<file path="src/hw/rtl/gtlj_pkg.sv">
// ---------------------------------------------------------------------------
// gtlj_pkg
// Types and constants of the greedy text line justifier.
// ---------------------------------------------------------------------------
package gtlj_pkg;

    localparam int MAX_WIDTH = 64;
    localparam int MAX_WORDS = 32;

    localparam int LEN_W   = 7;                      // word length, line width
    localparam int SP_W    = 6;                      // spaces_after
    localparam int ADDR_W  = $clog2(MAX_WORDS);      // word buffer index
    localparam int CNT_W   = $clog2(MAX_WORDS + 1);  // word count, 0..MAX_WORDS
    localparam int GAP_W   = (ADDR_W > 0) ? ADDR_W : 1;
    localparam int SUM_W   = LEN_W + 2;              // total + word + count

    localparam logic [LEN_W-1:0] LINE_WIDTH_RESET = LEN_W'(MAX_WIDTH % 128);
    localparam logic [SP_W-1:0]  SP_MAX           = '1;

    typedef struct packed {
        logic [LEN_W-1:0] word_length;
        logic             end_of_text;
    } word_item_t;

    typedef struct packed {
        logic [LEN_W-1:0] out_word_length;
        logic [SP_W-1:0]  spaces_after;
        logic             end_of_line;
        logic             last_result;
    } result_item_t;

endpackage

</file>
<file path="src/hw/rtl/greedy_text_line_justifier_unit.sv">
// ---------------------------------------------------------------------------
// greedy_text_line_justifier_unit
// Word lengths go in one item at a time and are packed greedily onto lines of
// line_width characters. When a word does not fit (or the buffer already holds
// MAX_WORDS words) the buffered line is sent out fully justified, one result
// item per word with its trailing space count: spare spaces split evenly over
// the gaps, leftmost gaps take the remainder, a lone word gets all the padding
// after it. end_of_text flushes the final line with single spaces and the rest
// of the padding after its last word. Space counts saturate at 63, padding
// clamps at zero. A flush primes the read of word 0, then walks the line one
// word per cycle through the single buffer read port while result_stall does
// not hold the output register; a justified line of two or more words first
// runs the shift-subtract divider. A new word is taken while the last result
// still waits in the output register.
// ---------------------------------------------------------------------------
module greedy_text_line_justifier_unit (
    input  logic                                clk,
    input  logic                                rst_n,
    input  logic                                cfg_write_en,
    input  logic [gtlj_pkg::LEN_W-1:0]          cfg_write_data,
    input  logic                                word_valid,
    output logic                                word_stall,
    input  gtlj_pkg::word_item_t                word_item,
    output logic                                result_valid,
    input  logic                                result_stall,
    output gtlj_pkg::result_item_t              result_item
);

    // sequencer codes
    localparam logic [2:0] S_IDLE   = 3'd0;
    localparam logic [2:0] S_DIV    = 3'd1;  // spaces / gaps, one bit a cycle
    localparam logic [2:0] S_PRIME  = 3'd2;  // read of word 0 in flight
    localparam logic [2:0] S_WALK   = 3'd3;  // one word out per cycle unless result_stall holds the output
    localparam logic [2:0] S_APPEND = 3'd4;  // buffer write of the new word

    localparam int          DIV_STEPS = gtlj_pkg::LEN_W;
    localparam logic [2:0]  DIV_LAST  = 3'(DIV_STEPS - 1);

    logic [2:0]                   state_reg;
    logic [gtlj_pkg::LEN_W-1:0]   line_width_reg;
    logic [gtlj_pkg::CNT_W-1:0]   count_reg;       // words on current line
    logic [gtlj_pkg::LEN_W-1:0]   total_reg;       // letters on current line
    logic                         result_valid_reg;
    gtlj_pkg::result_item_t       result_item_reg;

    // datapath, no reset needed
    logic [gtlj_pkg::LEN_W-1:0]   word_reg;
    logic                         eot_reg;
    logic                         final_reg;       // flush is the end-of-text line
    logic [gtlj_pkg::CNT_W-1:0]   n_reg;           // words in the line being sent
    logic [gtlj_pkg::LEN_W-1:0]   spaces_reg;
    logic [gtlj_pkg::LEN_W-1:0]   rest_reg;        // padding after last word, final line
    logic [gtlj_pkg::LEN_W-1:0]   quo_reg;         // dividend in, quotient out
    logic [gtlj_pkg::GAP_W-1:0]   rem_reg;
    logic [2:0]                   div_cnt_reg;
    logic [gtlj_pkg::ADDR_W-1:0]  j_reg;

    // word buffer
    logic [gtlj_pkg::LEN_W-1:0]   buf_mem [gtlj_pkg::MAX_WORDS];
    logic [gtlj_pkg::LEN_W-1:0]   rd_data_reg;
    logic                         rd_en;
    logic [gtlj_pkg::ADDR_W-1:0]  rd_addr;
    logic                         wr_en;

    logic                         accept;
    logic                         need_flush;
    logic [gtlj_pkg::SUM_W-1:0]   fit_sum;
    logic [gtlj_pkg::LEN_W-1:0]   spaces_old;
    logic [gtlj_pkg::LEN_W-1:0]   total_new;
    logic [gtlj_pkg::LEN_W-1:0]   spaces_new;
    logic [gtlj_pkg::LEN_W-1:0]   rest_new;
    logic [gtlj_pkg::GAP_W-1:0]   gaps;
    logic [gtlj_pkg::GAP_W:0]     trial;
    logic                         trial_ok;
    logic                         advance;
    logic                         last_word;
    logic [gtlj_pkg::LEN_W:0]     sp_full;
    logic [gtlj_pkg::SP_W-1:0]    sp_sat;

    assign word_stall   = (state_reg != S_IDLE);
    assign accept       = word_valid && !word_stall;
    assign result_valid = result_valid_reg;
    assign result_item  = result_item_reg;

    // fit test against the line as it stands
    assign fit_sum = gtlj_pkg::SUM_W'(total_reg) + gtlj_pkg::SUM_W'(word_item.word_length)
                   + gtlj_pkg::SUM_W'(count_reg);
    assign need_flush = (count_reg != '0)
                     && ((count_reg >= gtlj_pkg::CNT_W'(gtlj_pkg::MAX_WORDS))
                      || (fit_sum > gtlj_pkg::SUM_W'(line_width_reg)));
    assign spaces_old = (line_width_reg > total_reg) ? (line_width_reg - total_reg) : '0;

    // line after appending the buffered word; total stays below 128 by the fit rule
    assign total_new  = total_reg + word_reg;
    assign spaces_new = (line_width_reg > total_new) ? (line_width_reg - total_new) : '0;
    assign rest_new   = (spaces_new > gtlj_pkg::LEN_W'(count_reg))
                      ? (spaces_new - gtlj_pkg::LEN_W'(count_reg)) : '0;

    // restoring divider step
    assign gaps     = gtlj_pkg::GAP_W'(n_reg - 1'b1);
    assign trial    = {rem_reg, quo_reg[gtlj_pkg::LEN_W-1]};
    assign trial_ok = (trial >= {1'b0, gaps});

    // walk: output register takes a word whenever it is empty or being drained
    assign advance   = !result_valid_reg || !result_stall;
    assign last_word = ({1'b0, j_reg} == (n_reg - 1'b1));

    always_comb
    begin
        if (final_reg)
        begin
            sp_full = last_word ? {1'b0, rest_reg} : (gtlj_pkg::LEN_W+1)'(1);
        end
        else if (last_word)
        begin
            sp_full = (n_reg == gtlj_pkg::CNT_W'(1)) ? {1'b0, spaces_reg} : '0;
        end
        else
        begin
            sp_full = {1'b0, quo_reg}
                    + (gtlj_pkg::LEN_W+1)'(j_reg < gtlj_pkg::ADDR_W'(rem_reg));
        end
        sp_sat = (sp_full > (gtlj_pkg::LEN_W+1)'(gtlj_pkg::SP_MAX))
               ? gtlj_pkg::SP_MAX : sp_full[gtlj_pkg::SP_W-1:0];
    end

    always_comb
    begin
        rd_en   = 1'b0;
        rd_addr = '0;
        if (state_reg == S_PRIME)
        begin
            rd_en = 1'b1;
        end
        else if (state_reg == S_WALK && advance && !last_word)
        begin
            rd_en   = 1'b1;
            rd_addr = j_reg + 1'b1;
        end
    end

    assign wr_en = (state_reg == S_APPEND);

    always_ff @(posedge clk)
    begin
        if (wr_en)
        begin
            buf_mem[count_reg[gtlj_pkg::ADDR_W-1:0]] <= word_reg;
        end
        if (rd_en)
        begin
            rd_data_reg <= buf_mem[rd_addr];
        end
    end

    // control
    always_ff @(posedge clk or negedge rst_n)
    begin
        if (!rst_n)
        begin
            state_reg        <= S_IDLE;
            line_width_reg   <= gtlj_pkg::LINE_WIDTH_RESET;
            count_reg        <= '0;
            total_reg        <= '0;
            result_valid_reg <= 1'b0;
        end
        else
        begin
            if (cfg_write_en)
            begin
                line_width_reg <= cfg_write_data;
            end

            // a walk step loads the output register, otherwise it drains
            if (state_reg == S_WALK && advance)
            begin
                result_valid_reg <= 1'b1;
            end
            else if (!result_stall)
            begin
                result_valid_reg <= 1'b0;
            end

            unique case (state_reg)
                S_IDLE:
                begin
                    if (accept)
                    begin
                        if (!need_flush)
                        begin
                            state_reg <= S_APPEND;
                        end
                        else if (count_reg == gtlj_pkg::CNT_W'(1))
                        begin
                            state_reg <= S_PRIME;
                        end
                        else
                        begin
                            state_reg <= S_DIV;
                        end
                    end
                end
                S_DIV:
                begin
                    if (div_cnt_reg == DIV_LAST)
                    begin
                        state_reg <= S_PRIME;
                    end
                end
                S_PRIME:
                begin
                    state_reg <= S_WALK;
                end
                S_WALK:
                begin
                    if (advance && last_word)
                    begin
                        count_reg <= '0;
                        total_reg <= '0;
                        state_reg <= final_reg ? S_IDLE : S_APPEND;
                    end
                end
                S_APPEND:
                begin
                    count_reg <= count_reg + 1'b1;
                    total_reg <= total_new;
                    state_reg <= eot_reg ? S_PRIME : S_IDLE;
                end
                default:
                begin
                    state_reg <= S_IDLE;
                end
            endcase
        end
    end

    // datapath
    always_ff @(posedge clk)
    begin
        case (state_reg)
            S_IDLE:
            begin
                if (accept)
                begin
                    word_reg    <= word_item.word_length;
                    eot_reg     <= word_item.end_of_text;
                    final_reg   <= 1'b0;
                    n_reg       <= count_reg;
                    spaces_reg  <= spaces_old;
                    quo_reg     <= spaces_old;
                    rem_reg     <= '0;
                    div_cnt_reg <= '0;
                end
            end
            S_DIV:
            begin
                rem_reg     <= trial_ok ? gtlj_pkg::GAP_W'(trial - {1'b0, gaps})
                                        : gtlj_pkg::GAP_W'(trial);
                quo_reg     <= {quo_reg[gtlj_pkg::LEN_W-2:0], trial_ok};
                div_cnt_reg <= div_cnt_reg + 1'b1;
            end
            S_PRIME:
            begin
                j_reg <= '0;
            end
            S_WALK:
            begin
                if (advance)
                begin
                    result_item_reg.out_word_length <= rd_data_reg;
                    result_item_reg.spaces_after    <= sp_sat;
                    result_item_reg.end_of_line     <= last_word;
                    result_item_reg.last_result     <= last_word && (final_reg || !eot_reg);
                    if (!last_word)
                    begin
                        j_reg <= j_reg + 1'b1;
                    end
                end
            end
            S_APPEND:
            begin
                // set up the end-of-text line; unused when eot_reg is low
                final_reg  <= 1'b1;
                n_reg      <= count_reg + 1'b1;
                spaces_reg <= spaces_new;
                rest_reg   <= rest_new;
            end
            default:
            begin
                j_reg <= j_reg;
            end
        endcase
    end

endmodule

</file>
<file path="config.mk">
export PLATFORM = sky130hd
export DESIGN_NAME = greedy_text_line_justifier_unit
export DESIGN_NICKNAME = d
export VERILOG_FILES = /design/src/hw/rtl/gtlj_pkg.sv /design/src/hw/rtl/greedy_text_line_justifier_unit.sv
export SDC_FILE = /design/constraint.sdc
export NUM_CORES = 1
export LEC_CHECK = 0
export ABC_AREA = 1
export BUFFER_PORTS_ARGS = -buffer_cell sky130_fd_sc_hd__buf_2
export CAP_MARGIN = 15
export CORE_UTILIZATION = 40
export DETAILED_ROUTE_END_ITERATION = 8
export GPL_TIMING_DRIVEN = 1
export PLACE_DENSITY = 0.52
export RECOVER_POWER = 100
export SETUP_SLACK_MARGIN = 0.3
export SYNTH_ARGS = -nofsm -noshare
export SYNTH_HDL_FRONTEND = slang
export SYNTH_SLANG_ARGS = --single-unit
</file>
<file path="constraint.sdc">
create_clock -name clk -period 5.7 [get_ports clk]
set_input_delay 1.14 -clock clk [delete_from_list [all_inputs] [get_ports clk]]
set_output_delay 1.14 -clock clk [all_outputs]
set_load 0.005 [all_outputs]
</file>
## After elaboration in Yosys (flattened, before gate mapping)

Memory sizes are Yosys's and may differ from the RTL's. A register that Yosys moved wholly into a read port is not among the register bits.
Index checks and enable logic that the tools add are counted.

| cells by class | value |
|---|---|
| div/mod/pow operators | 0 |
| equal/unequal tests | 14 |
| shift-type cells | 0 |
| $mul | 0 |
| $lt $le $gt $ge | 8 |
| bitwise logic cells | 0 |
| reduce and logical (&&, ||, !) cells | 28 |
| muxes and demuxes | 41 |
| add/sub/neg operators | 12 |

Operators by type and width:

| kind | number |
|---|---|
| $mux 7 | 6 |
| $pmux 7 s2 | 3 |
| $mux 5 | 6 |
| $pmux 6 s2 | 2 |
| $pmux 5 s2 | 2 |
| $mux 3 | 6 |
| $mux 8 | 2 |
| $pmux 3 s5 | 1 |
| $gt 7x7->1 | 2 |
| $sub 7x7->7 | 2 |
| $eq 6x1->1 const B | 2 |
| $mux 6 | 2 |
| $reduce_and 2->1 | 5 |
| $add 8x6->9 | 1 |
| $gt 9x7->1 | 1 |
| $add 7x1->8 | 1 |
| $add 7x7->8 | 1 |
| $gt 8x6->1 const B | 1 |
| $ne 2x2->1 const B | 4 |
| $reduce_bool 2->1 | 4 |
| $add 7x7->7 | 1 |
| $gt 7x6->1 | 1 |
| $mux 1 | 7 |
| $sub 7x6->7 | 1 |
| other kinds (23) | 39 |

| storage, ports and cells | value |
|---|---|
| memories kept | 1 |
| input bits | 20 |
| output and inout bits | 17 |
| memory bits (read-only) | 0 |
| flip-flop bits (word level) | 88 |
| bits in latches | 0 |
| memory bits (writable) | 224 |

Memory list:

| name | words | bits a word | rd ports | clocked after Yosys merged registers in | write ports | RTL line | RTL |
|---|---|---|---|---|---|---|---|
| buf_mem | 32 | 7 | 1 | 1 | 1 | greedy_text_line_justifier_unit.sv:59 | `logic [gtlj_pkg::LEN_W-1:0] buf_mem [gtlj_pkg::MAX_WORDS];` |

## Logic depth before layout (Yosys ltp)

| depth | value |
|---|---|
| depth in word-level cells | 8 |
| gate-level depth with buffers | 26 |
| depth with buffers taken out | 26 |

## Least setup slack after synthesis

No wires, ideal clock.

| path | value |
|---|---|
| path type | register to register |
| start point | register word_reg[0] (netlist name) |
| end point | register rest_reg[6] (netlist name) (data pin) |
| arrival | 4.392 ns |
| period minus slack after synthesis | 4.545 ns |
| setup time | 0.152 ns |
| path slack | 1.155 ns |
| cell stages (with the launch flop) | 26 |
| cells stage by stage | edfxtp_1 > ha_1 > inv_1 > fa_1 > nand3b_1 > and2_1 > nor2_1 > o21a_1 > nor2_1 > xor2_1 > ha_1 > inv_1 > o21bai_1 > nand2_1 > or2_2 > ha_1 > inv_1 > nand3_1 > and2_1 > or2_2 > nand2_1 > a21oi_1 > nor2_1 > o22ai_1 > or2_2 > o21ai_0 |

| between the ends | value |
|---|---|
| word-level cells in the longest chain between the ends | 4 |
| elaborated cells between the ends (all ways) | 6 |
| classes of those cells | 3 x add/sub; 2 x order compare; 1 x mux |

Ends and longest elaborated chain:

| item | RTL line | RTL |
|---|---|---|
| from (decl) | greedy_text_line_justifier_unit.sv:47 | `logic [gtlj_pkg::LEN_W-1:0] word_reg;` |
| from (signal assigned) | greedy_text_line_justifier_unit.sv:245 | `word_reg <= word_item.word_length;` |
| $add 7x7->7 * | greedy_text_line_justifier_unit.sv:94 | `assign total_new = total_reg + word_reg;` |
| $sub 7x7->7 or $gt 7x7->1 (tied branches) | greedy_text_line_justifier_unit.sv:95 | `assign spaces_new = (line_width_reg > total_new) ? (line_width_reg - total_new) : '0;` |
| $mux 7 * | greedy_text_line_justifier_unit.sv:95 |  |
| $sub 7x6->7 or $gt 7x6->1 (tied branches) | greedy_text_line_justifier_unit.sv:97, greedy_text_line_justifier_unit.sv:96 |  |
| to (signal assigned) | greedy_text_line_justifier_unit.sv:286 | `rest_reg <= rest_new;` |
| to (decl) | greedy_text_line_justifier_unit.sv:52 | `logic [gtlj_pkg::LEN_W-1:0] rest_reg;` |

Every way passes the cells marked *; elsewhere a longest branch is shown, timed or not.
A chain may end at the register's enable or synchronous reset.

## Final worst setup path

| path | value |
|---|---|
| start point | register n_reg[0] (netlist name) |
| end point | register rd_data_reg[6] (netlist name) (read register of buf_mem) (data pin) |

| between the ends | value |
|---|---|
| word-level cells in the longest chain between the ends | 6 |
| elaborated cells between the ends (all ways) | 8 |
| classes of those cells | 1 x add/sub; 1 x eq/ne; 4 x mux; 2 x reduce/logical |

Ends and longest elaborated chain:

| item | RTL line | RTL |
|---|---|---|
| from (decl) | greedy_text_line_justifier_unit.sv:50 | `logic [gtlj_pkg::CNT_W-1:0] n_reg;` |
| from (signal assigned) | greedy_text_line_justifier_unit.sv:248 | `n_reg <= count_reg;` |
| from (signal assigned) | greedy_text_line_justifier_unit.sv:284 | `n_reg <= count_reg + 1'b1;` |
| $sub 6x1->6 * | greedy_text_line_justifier_unit.sv:106 | `assign last_word = ({1'b0, j_reg} == (n_reg - 1'b1));` |
| $eq 5x6->1 * | greedy_text_line_justifier_unit.sv:106 |  |
| $logic_not 1->1 * | -- |  |
| $logic_and 1x1->1 * | greedy_text_line_justifier_unit.sv:135 | `else if (state_reg == S_WALK && advance && !last_word)` |
| $mux 5 or $mux 1 (tied branches) | greedy_text_line_justifier_unit.sv:135 |  |
| $mux 5 or $mux 1 (tied branches) | greedy_text_line_justifier_unit.sv:131 | `if (state_reg == S_PRIME)` |
| to (decl) | greedy_text_line_justifier_unit.sv:60 | `logic [gtlj_pkg::LEN_W-1:0] rd_data_reg;` |

Marks and branches as above.

==> Implementation_results.wiki <==
{| class="wikitable"
! Metric !! Value
|-
| Largest family of logic cells by synthesized area || simple AND/OR/NAND/NOR gates
|-
| CTS Buffer Depth || 3
|-
| Maximum number of pins on one net before global-route repair || 90
|-
| Synthesized instance count || roughly 1700
|-
| Leakage || 7.73 nW
|-
| Routed wire length per instance || 18.6 µm
|-
| Slew margin rel. || -38.6%
|-
| TritonCTS clock tree || yes
|-
| Antenna fix cells || 0
|-
| Setup violation total in the final timing report || 0
|-
| Min Tclk post-route || ~5 ns
|-
| P per Cell Area || about 520 nW/µm²
|-
| Share of the cycle needed by the critical path after routing || between 80% and 90%
|-
| Vias per cell || around 5.2
|-
| Congestion Overflow GR || 0
|-
| Crit-path most repeated cell || nand2_1
|-
| Routed Wire Length || between 40 and 50 mm
|-
| Cell Rows || 74
|-
| Total number of vias || around 12000
|-
| Nature of the critical path startpoint || register
|-
| Total core area || about 41000 µm²
|-
| Placed wire-length estimate || 26.4 mm
|-
| Largest register FFs || 224
|-
| Final Hold Viols || 0
|-
| Fraction of registers with async set/reset || between 7 and 8%
|-
| Multiplexer area fraction after synthesis || 0%
|-
| Clock latency on the worst-skew pair || approximately 0.56 ns
|-
| Synthesized net count || approximately 1800
|-
| Number of flops mapped to enable cells by yosys || between 200 and 300
|-
| Worst hold-check path type || reg -> reg
|-
| Count of hold buffers inserted by post-cts repair || 0
|-
| Post-synthesis average cell area || about 9.8 µm²
|-
| Leading cell type in the layout, fill and taps excluded || inv_1
|-
| DR pass1 iterations || 5
|-
| Count of synthesis-stage warnings from yosys || 0
|-
| Effective utilization at floorplan || 40.5%
|-
| Worst-Margin Slew || 2.08 ns
|-
| # H-tree levels || 2
|-
| Wire length of the first global-routing pass || 66.0 mm
|-
| Synth Area in XOR/XNOR || ~1.3%
|-
| Full die area || roughly 42000 µm²
|-
| WP buf/inv || 4
|-
| Signed area change from the synthesized netlist to the final layout || 9.93%
|-
| Delay contributed by the slowest stage of the critical path || 0.86 ns
|-
| Chip height || 205 µm
|-
| Kind of end point of the critical path || register
|-
| Starting DRC count in detailed routing || a little over 800
|-
| Commonest cells after routing, fill and taps aside || inv_1, edfxtp_1, nand2_1, nand3_1, nand4_1
|-
| CTS clock-pin slew for the worst setup and hold paths || 0.06 ns
|-
| Io pins || 37
|-
| DRC violation count after routing || 0
|-
| Critical path peak fanout || 57
|-
| Arrival time at the worst endpoint || approximately 5.3 ns
|-
| Number of nets at the end of the flow || ~1800
|-
| Fillers || approximately 3900
|-
| Slowest cell on the critical path || nand2_1
|-
| Ordered list of cells on the worst path || inv_1, ha_1, nand2_1, nand2_1, nand2_1, nand2_1, nand2_1, nor2_2, nand2_1, nand3_1, buf_4, inv_2, buf_4, nand3_1, nand3_1, nand3_1, nand2_1, nand2_1, nand2_1
|-
| Adder-Cell Fraction of Synth Area || 6.07%
|-
| Buffer count from post-CTS setup fixing || 0
|-
| Post-layout power || about 9.4 mW
|-
| Number of global-route vias before repair || roughly 11000
|-
| Number of routed nets with antenna violations || 0
|-
| Buffer type at the clock tree root || clkbuf_16
|-
| Violated checks || max-capacitance violations, max-slew violations
|-
| Clock buffer count from CTS || 38
|-
| # clock sinks || roughly 320
|-
| Synthesized-area fraction occupied by and/or/nand/nor cells || between 20% and 30%
|-
| Number of antenna violations at the first check in global routing || 0
|-
| Run status || finished, violations left
|-
| Global Route Usage Sum || approximately 21%
|-
| Number of gates given a new drive strength after cts || 0
|-
| Total negative slack || 0 ns
|-
| Synth Cell Area || between 15000 and 20000 µm²
|-
| Compound-cell area share of the yosys netlist || ~3.5%
|-
| IO Port Bufs || 36
|-
| Total of flip-flops plus latches after synthesis || 319
|-
| Leading register cell type out of synthesis || edfxtp_1
|-
| Share of synthesized area occupied by flip-flops and latches || around 57%
|-
| Peak Freq || 0.200 GHz
|-
| Share of post-route cells with drive strength above 1 || under 10%
|-
| Peak supply drop || approximately 0.38 mV
|-
| Data required time at the worst endpoint || 6.01 ns
|-
| CP top delay family || simple AND/OR/NAND/NOR gates
|-
| Final weighted congestion in routability-driven placement || ~0.84
|-
| Post-Route Skew || ~0.022 ns
|-
| Die extent in x || around 210 µm
|-
| Number of pins exceeding their max-slew limit in the final report || 276
|-
| Maximum Capacitance Violations || 8
|-
| Setup repair after global routing missed its margin || false
|-
| Number of distinct library cells after synthesis || 49
|-
| Setup CP Type || reg -> reg
|}
logic make-up after synthesis:
| logic type | Yosys count |
|---|---|
| xor gates and xnor gates | 25 |
| AOI/OAI and AO/OA | 101 |
| and+or+nand+nor | 768 |
| adders and majority gates | 73 |
| DFF | 319 |
| buffers and inverters | 402 |
where the power goes:
group	switching, mW	total [mW]	internal, mW
Combinational	2.51	3.82	1.31
Clock	0.992	2.32	1.33
Sequential	0.194	3.27	3.08
Total	3.70	9.41	5.71
metal layers:
metal,vias to the layer above,routed length [µm],GRT usage (%)
met2,263,19900,33.1
met4,0,1060,6.24
met1,5674,19700,28.8
met5,-,0,0
met3,73,1740,3.20
li1,5754,-,-
stage by stage:
step	instance area, µm²	instances	util [%]	worst slack [ns]	hold slack [ns]
finish	18200	2271	44.5	0.709	0.417
global route	18200	2271	44.5	0.324	0.432
CTS	18300	2271	44.8	1.16	0.418
detailed placement	17100	2202	41.9	1.19	0.405
global placement	17100	2202	41.9	1.26	0.405
floorplan	16500	1688	-	1.16	0.400
synth_stat cells, drive strengths merged (9+ instances only):
cell,number,area [µm²]
a21oi,30,150
buf,53,324
clkbuf,22,82.6
dfrtp,23,576
edfxtp,295,8860
fa,12,240
ha,61,763
inv,326,1220
nand2,283,1080
nand3,239,1210
nand4,125,782
nor2,102,422
o21ai,43,219
xnor2,9,78.8
xor2,16,140
worst paths after layout:
| kind | startpoint | end | slack (ns) | cells past startpoint |
|---|---|---|---|---|
| setup / recovery | n_reg[0]$_DFFE_PP_ | rd_data_reg[6]$_DFFE_PP_ | 0.71 | 19 |
| hold / removal | rd_data_reg[6]$_DFFE_PP_ | result_item[14]$_DFFE_PP_ | 0.42 | 0 |
| setup reg to reg | n_reg[0]$_DFFE_PP_ | rd_data_reg[6]$_DFFE_PP_ | 0.71 | 19 |
| hold reg to reg | rd_data_reg[6]$_DFFE_PP_ | result_item[14]$_DFFE_PP_ | 0.42 | 0 |
| max in group asynchronous | rst_n | state_reg[1]$_DFFE_PN0P_ | 3.83 | 1 |
| min in group asynchronous | rst_n | line_width_reg[0]$_DFFE_PN0P_ | 0.95 | 1 |
cell type report:
| type | count | area (µm²) | area share (%) |
|---|---|---|---|
| clock inverters | 22 | 178 | 0.978 |
| clock buffers | 47 | 985 | 5.42 |
| inverters | 327 | 1230 | 6.76 |
| multi-input cells | 967 | 5370 | 29.6 |
| flip-flops and latches | 319 | 9460 | 52.1 |
| repair buffers | 57 | 277 | 1.52 |
| well taps | 532 | 666 | 3.66 |
Note: power is estimated with default switching activity, not from simulation.
